$ cat src/design/ntte_pkg.sv
package ntte_pkg;

  localparam int unsigned NPTS = 256;
  localparam int unsigned HALF_N = 128;
  localparam logic [11:0] MOD_Q = 12'd3329;
  localparam logic [12:0] BAR_M = 13'd5039;
  localparam int unsigned BAR_SHIFT = 24;
  localparam int unsigned ROOT = 17;
  localparam logic [11:0] N_INV = 12'd3316;

  localparam logic [1:0] OP_WRITE = 2'd0;
  localparam logic [1:0] OP_XFORM = 2'd1;
  localparam logic [1:0] OP_READ = 2'd2;
  localparam logic [1:0] OP_NOP = 2'd3;

  typedef enum logic [2:0] {
    ST_CLR,
    ST_IDLE,
    ST_RDVAL,
    ST_RDA,
    ST_RDB,
    ST_OP,
    ST_WAIT,
    ST_WRB
  } state_t;

  typedef enum logic [1:0] {
    PH_BFLY,
    PH_SCALE,
    PH_PERM
  } phase_t;

  typedef logic [11:0] tw_arr_t [HALF_N];

  typedef struct packed {
    logic [7:0]  addr_a;
    logic [7:0]  addr_b;
    logic [11:0] tw;
    logic        swap;
  } agu_t;

  typedef struct packed {
    logic        start;
    logic [11:0] a;
    logic [11:0] b;
  } mul_req_t;

  function automatic tw_arr_t tw_build();
    tw_arr_t t;
    int unsigned p;
    p = 1;
    for (int i = 0; i < HALF_N; i++) begin
      t[i] = 12'(p);
      p = (p * ROOT) % MOD_Q;
    end
    return t;
  endfunction

  // powers of 17 mod q
  localparam tw_arr_t TW = tw_build();

endpackage

$ cat src/design/ntte_mulred.sv
module ntte_mulred (
  input  logic               clk,
  input  logic               rst_n,
  input  ntte_pkg::mul_req_t req,
  output logic               done,
  output logic [11:0]        res
);

  logic [3:0]  vld_r;
  logic [3:0]  vld_nxt;
  logic [23:0] p1_r;
  logic [23:0] p2_r;
  logic [12:0] e2_r;
  logic [13:0] r3_r;
  logic [11:0] r4_r;
  logic [36:0] bar_prod;
  logic [24:0] eq_prod;
  logic [13:0] r_a;
  logic [13:0] r_b;

  assign vld_nxt = {vld_r[2:0], req.start};

  always_comb begin
    bar_prod = {13'd0, p1_r} * {24'd0, ntte_pkg::BAR_M};
    eq_prod = {12'd0, e2_r} * {13'd0, ntte_pkg::MOD_Q};
    r_a = (r3_r >= {2'd0, ntte_pkg::MOD_Q}) ? r3_r - {2'd0, ntte_pkg::MOD_Q} : r3_r;
    r_b = (r_a >= {2'd0, ntte_pkg::MOD_Q}) ? r_a - {2'd0, ntte_pkg::MOD_Q} : r_a;
  end

  always_ff @(posedge clk) begin
    if (!rst_n) begin
      vld_r <= '0;
    end else begin
      vld_r <= vld_nxt;
    end
    p1_r <= {12'd0, req.a} * {12'd0, req.b};
    p2_r <= p1_r;
    e2_r <= bar_prod[ntte_pkg::BAR_SHIFT +: 13];
    r3_r <= 14'(({1'b0, p2_r} - eq_prod));
    r4_r <= r_b[11:0];
  end

  assign done = vld_r[3];
  assign res = r4_r;

endmodule

$ cat config.mk
export PLATFORM = sky130hd
export DESIGN_NAME = ntte_mulred
export DESIGN_NICKNAME = d
export VERILOG_FILES = /design/src/design/ntte_pkg.sv /design/src/design/ntte_mulred.sv
export SDC_FILE = /design/constraint.sdc
export NUM_CORES = 1
export LEC_CHECK = 0
export CORE_MARGIN = 3
export CORE_UTILIZATION = 50
export CTS_CLUSTER_DIAMETER = 50
export CTS_CLUSTER_SIZE = 8
export DETAILED_ROUTE_END_ITERATION = 6
export DONT_BUFFER_PORTS = 1
export GPL_TIMING_DRIVEN = 1
export PLACE_DENSITY = 0.68
export REMOVE_ABC_BUFFERS = 1
export SLEW_MARGIN = 20
export SYNTH_ARGS = -nofsm -noshare
export SYNTH_HDL_FRONTEND = slang
export SYNTH_SLANG_ARGS = --single-unit
$ cat constraint.sdc
create_clock -name clk -period 5.4 [get_ports clk]
set_input_delay 1.08 -clock clk [delete_from_list [all_inputs] [get_ports clk]]
set_output_delay 1.08 -clock clk [all_outputs]
set_load 0.01 [all_outputs]
==> flow_summary.ini, run 1 <==
[global_route]
grt_pass1_vias = 9937
grt_max_degree = 15
antenna_found_initial = 0
grt_overflow = 0
groute.usage.overall_pct = 19.06
grt_first_pass_wirelength_um = 45620

[cts]
clk_pin_slew_worst_paths_ns = 0.07
cts_tree = done
cts_buffer_depth = 2
numCtsBuffers = 9
hold_buffers = 0
clock-sinks = 81
cts_root_buf = clkbuf_16
htree_levels = 3
clk_latency_ns = 0.35

[timing]
fmax_mhz = 186.6
rsz0062_at_grt = yes
hold_viol = 0
finalMaxSlewViolations = 0
fin_ws_ns = 0.04038
finalSetupViolCount = 0
finalHoldWorstSlack_ns = 0.4264
fin_tns_setup_ns = 0
final.period_utilization_pct = 99.25
maxSlewHeadroom_pct = 62.73
timing.final.crit_period_ns = 5.360
worst_pin_slew_ns = 0.5532
final.setup_skew_ns = 0.009109

[floorplan]
io-pin-count = 40
die-area_um2 = 29580
dieHeight_um = 172.0
core-area_um2 = 27030
start_util_pct = 50.97
num_rows = 60
die_w_um = 172.0

[routing]
viasPerCell = 5.067
wirelength_um = 26750
wl_per_cell_um = 14.40
drt_iter0_drc = 330
drc = 0
drtPass1Iterations = 5
ant_nets = 0
via_count = 9409

[setup_path]
cp-endpoint = e2_r[11]$_DFF_P_
crit_arrival_ns = 5.64
ff2ff_setup_slack_ns = 0.04
path_cells = inv_2 > fa_1 > fa_2 > inv_2 > fa_1 > fa_1 > inv_2 > fa_1 > inv_1 > ha_2 > or3_1 > a311o_1 > o22ai_2 > o21ai_1 > o31a_1 > a221o_1 > o21a_1 > nor2_1 > xnor2_1
r2r_cells = 19
cp_data_required_time_ns = 5.68
path_class = reg -> reg
r2r-start = p1_r[22]$_DFF_P_
cp-end-kind = flip-flop
r2r-end = e2_r[11]$_DFF_P_
path_common_cell = fa_1
cp-startpoint = p1_r[22]$_DFF_P_
cpMaxStageDelayCell = fa_2
critPathLaunchType = flip-flop
worst_path_largest_cell_delay_ns = 0.59
critPathMaxFanout = 4

[final_layout]
drive_gt1_share_pct = 9.313
n_fill_cell = 2367
final_common_cell = inv_1
seq_area_um2 = 1638
multiInputGateArea_um2 = 10760
area_delta_synth_final_pct = 9.727
final_cell_mix = 358 x inv_1, 230 x fa_1, 223 x ha_1
nets = 1999

[synth]
synth-edff-count = 0
syn_inst = 1451
ys_types = 59
ys_ff_latch = 81
syn_area_um2 = 13780
ys.warnings.count = 0
async_flop_share_pct = 0
synth_top_flop_cell = dfxtp_1
ys_seq_area_share_pct = 11.77
avgSynthCellArea_um2 = 9.494

[hold_path]
hold_class = reg -> reg

[placed_design]
portBuffers = 0
dp_hpwl_um = 23550
gp_congestion = 0.8900
dp_slack_ns = -0.4995

[status]
outcome = complete, no violations

[flow_run]
maxCapViolations = 0
[worst min path at each step]
stage	slack (ns)	end	startpoint	depth (start not counted)
2_1_floorplan	0.41	vld_r[2]$_SDFF_PN0_	vld_r[1]$_SDFF_PN0_	1
3_3_place_gp	0.41	vld_r[2]$_SDFF_PN0_	vld_r[1]$_SDFF_PN0_	1
3_5_place_dp	0.42	vld_r[2]$_SDFF_PN0_	vld_r[1]$_SDFF_PN0_	1
4_1_cts	0.43	vld_r[2]$_SDFF_PN0_	vld_r[1]$_SDFF_PN0_	1
5_1_grt	0.45	vld_r[3]$_SDFF_PN0_	vld_r[2]$_SDFF_PN0_	1
6_report	0.43	vld_r[2]$_SDFF_PN0_	vld_r[1]$_SDFF_PN0_	1
[metal layers]
layer / vias up / GRT usage, % / part of all wire, % / routed length (um)
met5: - / 0 / 0 / 0
met4: 0 / 5.554 / 1.9 / 507
met3: 38 / 2.446 / 3.3 / 891
met2: 183 / 34.71 / 52 / 13960
met1: 4590 / 23.72 / 43 / 11390
li1: 4598 / - / - / -
[per-stage QoR]
stage	std cells	utilization (%)	cell area (um2)
floorplan	1420	-	13620
global placement	1837	54.13	14630
detailed placement	1837	54.13	14630
CTS	1854	55.72	15060
global route	1855	55.91	15110
finish	1857	55.93	15120
[synth_stat cells (17+ instances only)]
| cell type | n | share of area (%) |
|---|---|---|
| xnor2_1 | 52 | 3.3 |
| nand2_1 | 107 | 2.9 |
| ha_1 | 227 | 21 |
| a21oi_1 | 29 | 1.1 |
| and2_1 | 67 | 3.0 |
| clkbuf_1 | 24 | 0.65 |
| fa_1 | 236 | 34 |
| nor2_1 | 48 | 1.3 |
| o21ai_0 | 42 | 1.5 |
| xor2_1 | 17 | 1.1 |
| inv_1 | 362 | 9.9 |
| dfxtp_1 | 81 | 12 |
[cell type report]
| type | instances | area share, % |
|---|---|---|
| Timing Repair Buffer | 78 | 3.957 |
| Clock buffer | 11 | 1.606 |
| Sequential cell | 81 | 10.84 |
| Antenna cell | 2 | 0.03311 |
| Inverter | 362 | 8.989 |
| Tap cell | 341 | 2.823 |
| Clock inverter | 5 | 0.5794 |
| Multi-Input combinational cell | 977 | 71.18 |
[worst max-delay path: cells and delay by family, from the launching register on]
kind / cells / cell delay, ns
fa+ha+maj: 6 / 2.70
compound gates: 6 / 1.48
xor+xnor: 1 / 0.12
flops: 1 / 0.34
simple gates: 2 / 0.48
buf+inv: 4 / 0.16
[sequential cells by signal, indices dropped and copies added, names as in the netlist]
name / count
res: 12
vld_r: 4
p2_r: 14
r3_r: 14
p1_r: 24
e2_r: 13
[repair_timing]
item / 4_1_cts / 5_1_grt
setup endpoints to repair: 15 / 15
resized for setup: 25 / 16
pin swaps: 17 / 24
setup buffers: 1 / 1
[logic make-up after synthesis]
kind of cell    Yosys count  share of synthesized area [%]
flops                    81                          11.77
fa+ha+maj               463                          54.91
xor+xnor                 69                          4.387
compound gates          147                          7.048
buf+inv                 393                          11.00
simple gates            298                          10.88
Power of run 1 is left out: the tool's default activity adds up to more than one toggle a clock period on the data nets, which glitch-free logic cannot reach.
==> inputs of run 2 (changes only) <==
--- a/config.mk
+++ b/config.mk
@@ -12,7 +12,6 @@
 export DETAILED_ROUTE_END_ITERATION = 6
 export DONT_BUFFER_PORTS = 1
 export GPL_TIMING_DRIVEN = 1
-export PLACE_DENSITY = 0.68
 export REMOVE_ABC_BUFFERS = 1
 export SLEW_MARGIN = 20
 export SYNTH_ARGS = -nofsm -noshare
==> constraint.sdc (replaced) <==
create_clock -name clk -period 6.3 [get_ports clk]
set_input_delay 1.26 -clock clk [delete_from_list [all_inputs] [get_ports clk]]
set_output_delay 1.26 -clock clk [all_outputs]
set_load 0.01 [all_outputs]
==> run 2 against run 1 <==
  * Final area decreased by 4.3%
  * Critical path type unchanged
  * First-iteration DRC count increased by 8.5%
  * Wire length decreased by 0.64%
  * Sequential share of layout area increased by 0.37 points
  * Setup slack improved by 0.46 ns
  * Cell count decreased by 3.8%
  * Global-route usage increased by 0.074 points
  * Clock skew increased by 0.0027 ns
  * Via count decreased by 3.3%
  * The run now ends with design-rule violations left
  * Core utilization decreased by 2.4 points
  * Sequential cell count unchanged
  * Die area unchanged
==> flow_summary.ini, run 2 (synthesis gave the netlist of run 1 again) <==
[cts]
post_cts_resize_count = 0
hold_buffers = 0
numCtsBuffers = 9
clk_pin_slew_worst_paths_ns = 0.06
clk_latency_ns = 0.35
htree_levels = 3
cts_tree = done
post-cts-setup-buffers = 0
cts_buffer_depth = 2
cts_root_buf = clkbuf_16
clock-sinks = 81

[placed_design]
dp_hpwl_um = 23450
gp_congestion = 0.8517
portBuffers = 0

[timing]
maxSlewHeadroom_pct = 51.44
finalSetupViolCount = 0
worst_pin_slew_ns = 0.7207
timing.final.crit_period_ns = 5.802
rsz0062_at_grt = no
finalMaxSlewViolations = 0
final.period_utilization_pct = 92.10
fin_tns_setup_ns = 0
fmax_mhz = 172.4
hold_viol = 0
final.setup_skew_ns = 0.01180

[final_layout]
drive_gt1_share_pct = 2.766
reg.largest.list = p1_r (24), p2_r (14), r3_r (14)
largest_reg_flops = 24
area_delta_synth_final_pct = 5.050
final_cell_mix = 362 x inv_1, 236 x fa_1, 227 x ha_1
nets = 1932
final_common_cell = inv_1
antennaDiodeCount = 0
regMostFlops = p1_r

[setup_path]
r2r_cells = 17
cp-end-kind = flip-flop
critPathLaunchType = flip-flop
cpMaxStageDelayCell = dfxtp_1
cp-startpoint = p1_r[12]$_DFF_P_
r2r-start = p1_r[12]$_DFF_P_
cp-endpoint = e2_r[12]$_DFF_P_
crit_arrival_ns = 6.08
cp_top_family = adder cells
path_class = reg -> reg
path_cells = fa_1 > fa_1 > fa_1 > fa_1 > inv_1 > fa_1 > inv_1 > ha_1 > a211oi_1 > o21ai_0 > a2111oi_0 > buf_4 > nor4b_1 > o31a_1 > a221o_1 > o41ai_1 > xnor2_1
critical_path_depth = 17
cp_data_required_time_ns = 6.58
cp_num_buf_inv = 3
critPathMaxFanout = 7
worst_path_largest_cell_delay_ns = 0.61
ff2ff_setup_slack_ns = 0.50
r2r-end = e2_r[12]$_DFF_P_
path_common_cell = fa_1

[global_route]
busiest_layer = met2
grt_first_pass_wirelength_um = 45380
grt_pass1_vias = 9529
groute.usage.overall_pct = 19.13
grt_util_met2_pct = 34.74
antenna_found_initial = 0
grt_use_met1_pct = 24.29
use_met3_pct = 2.561
grt_overflow = 0
grt_max_degree = 14

[flow_run]
maxCapViolations = 0

[floorplan]
die-area_um2 = 29580
die_w_um = 172.0
dieHeight_um = 172.0
num_rows = 60
core-area_um2 = 27030
start_util_pct = 50.97
io-pin-count = 40

[routing]
via_count = 9099
drtPass1Iterations = 7
drt_iter0_drc = 358
drc = 1
wirelength_um = 26580
ant_nets = 0
wl_per_cell_um = 14.87
viasPerCell = 5.092

[hold_path]
hold_class = reg -> reg

[status]
violations = design-rule violations
outcome = finished, violations left
## run 2: cell count changes in the layout (fill, tap and decap cells not counted), moves of 4 or more
cell / delta
buf_4: -66
dfxtp_1: +11
dfxtp_2: -10
fa_1: +6
fa_2: -6
ha_1: +4
inv_1: +4
inv_2: -4
## run 2: area by class of cell
class / instances / area [um2]
fill: 2470 / 12550
multi-input combinational: 977 / 10640
clock inverter: 5 / 103.9
tap: 341 / 426.7
clock buffer: 10 / 239.0
sequential: 81 / 1622
inverter: 362 / 1359
timing repair buffer: 11 / 82.58
## run 2: how the worst min path moves through the flow
stage                             start  slack (ns)  depth (start not counted)             endpoint
finish              vld_r[2]$_SDFF_PN0_        0.43                          1  vld_r[3]$_SDFF_PN0_
global route        vld_r[1]$_SDFF_PN0_        0.45                          1  vld_r[2]$_SDFF_PN0_
CTS                 vld_r[2]$_SDFF_PN0_        0.44                          1  vld_r[3]$_SDFF_PN0_
detailed placement  vld_r[2]$_SDFF_PN0_        0.42                          1  vld_r[3]$_SDFF_PN0_
global placement    vld_r[2]$_SDFF_PN0_        0.42                          1  vld_r[3]$_SDFF_PN0_
floorplan           vld_r[1]$_SDFF_PN0_        0.41                          1  vld_r[2]$_SDFF_PN0_
## run 2: metrics by stage
stage          hold WS, ns  utilization, %  instance area, um2  worst slack [ns]  cells
4_1_cts             0.4359           53.55               14470            0.4466   1787
5_1_grt             0.4526           53.55               14470            0.2146   1787
6_report            0.4347           53.55               14470            0.4978   1787
3_3_place_gp        0.4200           52.28               14130            0.2922   1772
2_1_floorplan       0.4057               -               13620            0.5150   1420
3_5_place_dp        0.4180           52.28               14130            0.2290   1772
## run 2: layer usage
metal,part of all wire [%],up-vias
li1,-,4459
met1,43,4472
met2,52,135
met3,3.0,33
met4,1.6,0
met5,0,-
Power of run 2 is left out for the same reason.
==> inputs of run 3 (changes only) <==
--- a/config.mk
+++ b/config.mk
@@ -6,12 +6,13 @@
 export NUM_CORES = 1
 export LEC_CHECK = 0
 export CORE_MARGIN = 3
-export CORE_UTILIZATION = 50
+export CORE_UTILIZATION = 60
 export CTS_CLUSTER_DIAMETER = 50
 export CTS_CLUSTER_SIZE = 8
 export DETAILED_ROUTE_END_ITERATION = 6
 export DONT_BUFFER_PORTS = 1
 export GPL_TIMING_DRIVEN = 1
+export PLACE_DENSITY = 0.76
 export REMOVE_ABC_BUFFERS = 1
 export SLEW_MARGIN = 20
 export SYNTH_ARGS = -nofsm -noshare
==> run 3 against run 2 <==
  * The run now ends clean
  * Clock-buffer cell count down 1
  * First-iteration DRC count up 10%
  * Core utilization up 11 points
  * Critical endpoint unchanged
  * Setup slack worse by 0.25 ns
  * Fmax down 4.1%
  * Critical path type unchanged
  * Hold slack better by 0.0021 ns
==> flow_summary.ini, run 3 (synthesis gave the netlist of run 1 again) <==
[setup_path]
cp_data_required_time_ns = 6.58
cpMaxStageDelayCell = dfxtp_1
critPathLaunchType = flip-flop
critPathMaxFanout = 6
path_common_cell = fa_1
path_cells = fa_1 > fa_1 > fa_1 > fa_1 > inv_1 > fa_1 > inv_1 > ha_1 > a21oi_1 > nand2_1 > a2111oi_1 > buf_4 > nor4b_1 > o31a_1 > a221o_1 > o41ai_1 > xnor2_1
worst_path_largest_cell_delay_ns = 0.61
path_class = reg -> reg
cp_num_buf_inv = 3
crit_arrival_ns = 6.33
cp-end-kind = flip-flop
cp_top_family = adder cells

[timing]
fin_tns_setup_ns = 0
final.period_utilization_pct = 96.02
fmax_mhz = 165.3
hold_viol = 0
worst_pin_slew_ns = 0.6453
fin_ws_ns = 0.2510
rsz0062_at_grt = no
finalMaxSlewViolations = 0
timing.final.crit_period_ns = 6.049
final.setup_skew_ns = 0.009337
maxSlewHeadroom_pct = 56.87
finalSetupViolCount = 0

[cts]
post-cts-setup-buffers = 0
cts_root_buf = clkbuf_16
hold_buffers = 0
numCtsBuffers = 9
clk_pin_slew_worst_paths_ns = 0.07
cts_buffer_depth = 2
cts_tree = done
htree_levels = 3
clk_latency_ns = 0.35
clock-sinks = 81
post_cts_resize_count = 0

[floorplan]
dieHeight_um = 157.5
num_rows = 54
start_util_pct = 62.16
die-area_um2 = 24810
core-area_um2 = 22160
die_w_um = 157.5
io-pin-count = 40

[final_layout]
antennaDiodeCount = 0
largest_reg_flops = 24
final_common_cell = inv_1
area_delta_synth_final_pct = 3.960
nets = 1926
drive_gt1_share_pct = 2.776
utilization_pct = 64.62
final_cell_mix = 362 x inv_1, 236 x fa_1, 227 x ha_1
regMostFlops = p1_r
reg.largest.list = p1_r (24), p2_r (14), r3_r (14)

[placed_design]
portBuffers = 0
gp_congestion = 0.8961
dp_slack_ns = 0.02739
dp_hpwl_um = 22230

[global_route]
antenna_found_initial = 0
grt_overflow = 0
grt_first_pass_wirelength_um = 44380
grt_pass1_vias = 9823
grt_max_degree = 19
groute.usage.overall_pct = 22.30

[flow_run]
maxCapViolations = 0

[routing]
viasPerCell = 5.391
wirelength_um = 25600
drtPass1Iterations = 7
drt_iter0_drc = 394
via_count = 9278
wl_per_cell_um = 14.88
drc = 0
ant_nets = 0

[status]
outcome = complete, no violations

[hold_path]
hold_class = reg -> reg
-- run 3: per-stage QoR --
stage / hold WS, ns / instances / instance area, um2
2_1_floorplan: 0.4057 / 1420 / 13620
3_3_place_gp: 0.4134 / 1705 / 14010
3_5_place_dp: 0.4214 / 1705 / 14010
4_1_cts: 0.4426 / 1721 / 14310
5_1_grt: 0.4539 / 1721 / 14320
6_report: 0.4368 / 1721 / 14320
-- run 3: cell type report --
class                   count  area [um2]
repair buffers              5       37.54
multi-input cells         977       10640
clock inverters             7       81.33
fillers                  1801        7840
flip-flops and latches     81        1628
inverters                 362        1359
clock buffers               9       225.2
well taps                 280       350.3
-- run 3: path summary, 6_finish.rpt --
check	from	to	slack, ns	cells past startpoint
max	p1_r[16]$_DFF_P_	e2_r[12]$_DFF_P_	0.25	17
min	vld_r[1]$_SDFF_PN0_	vld_r[2]$_SDFF_PN0_	0.44	1
max reg2reg	p1_r[16]$_DFF_P_	e2_r[12]$_DFF_P_	0.25	17
min reg2reg	vld_r[1]$_SDFF_PN0_	vld_r[2]$_SDFF_PN0_	0.44	1
-- run 3: per-layer routing --
layer / vias up / GRT usage, % / share of wire [%]
li1: 4447 / - / -
met1: 4593 / 27.10 / 41
met2: 197 / 41.52 / 53
met3: 41 / 2.310 / 3.6
met4: 0 / 7.107 / 2.4
met5: - / 0 / 0
-- run 3: worst register-to-register path, cell delays in order, from the launching register on --
cell and delay, ns:
dfxtp_1 0.61, fa_1 0.57, fa_1 0.57, fa_1 0.46
fa_1 0.54, inv_1 0.05, fa_1 0.47, inv_1 0.04
ha_1 0.30, a21oi_1 0.15, nand2_1 0.12, a2111oi_1 0.54
buf_4 0.26, nor4b_1 0.06, o31a_1 0.37, a221o_1 0.36
o41ai_1 0.34, xnor2_1 0.16
Power of run 3 is left out for the same reason.
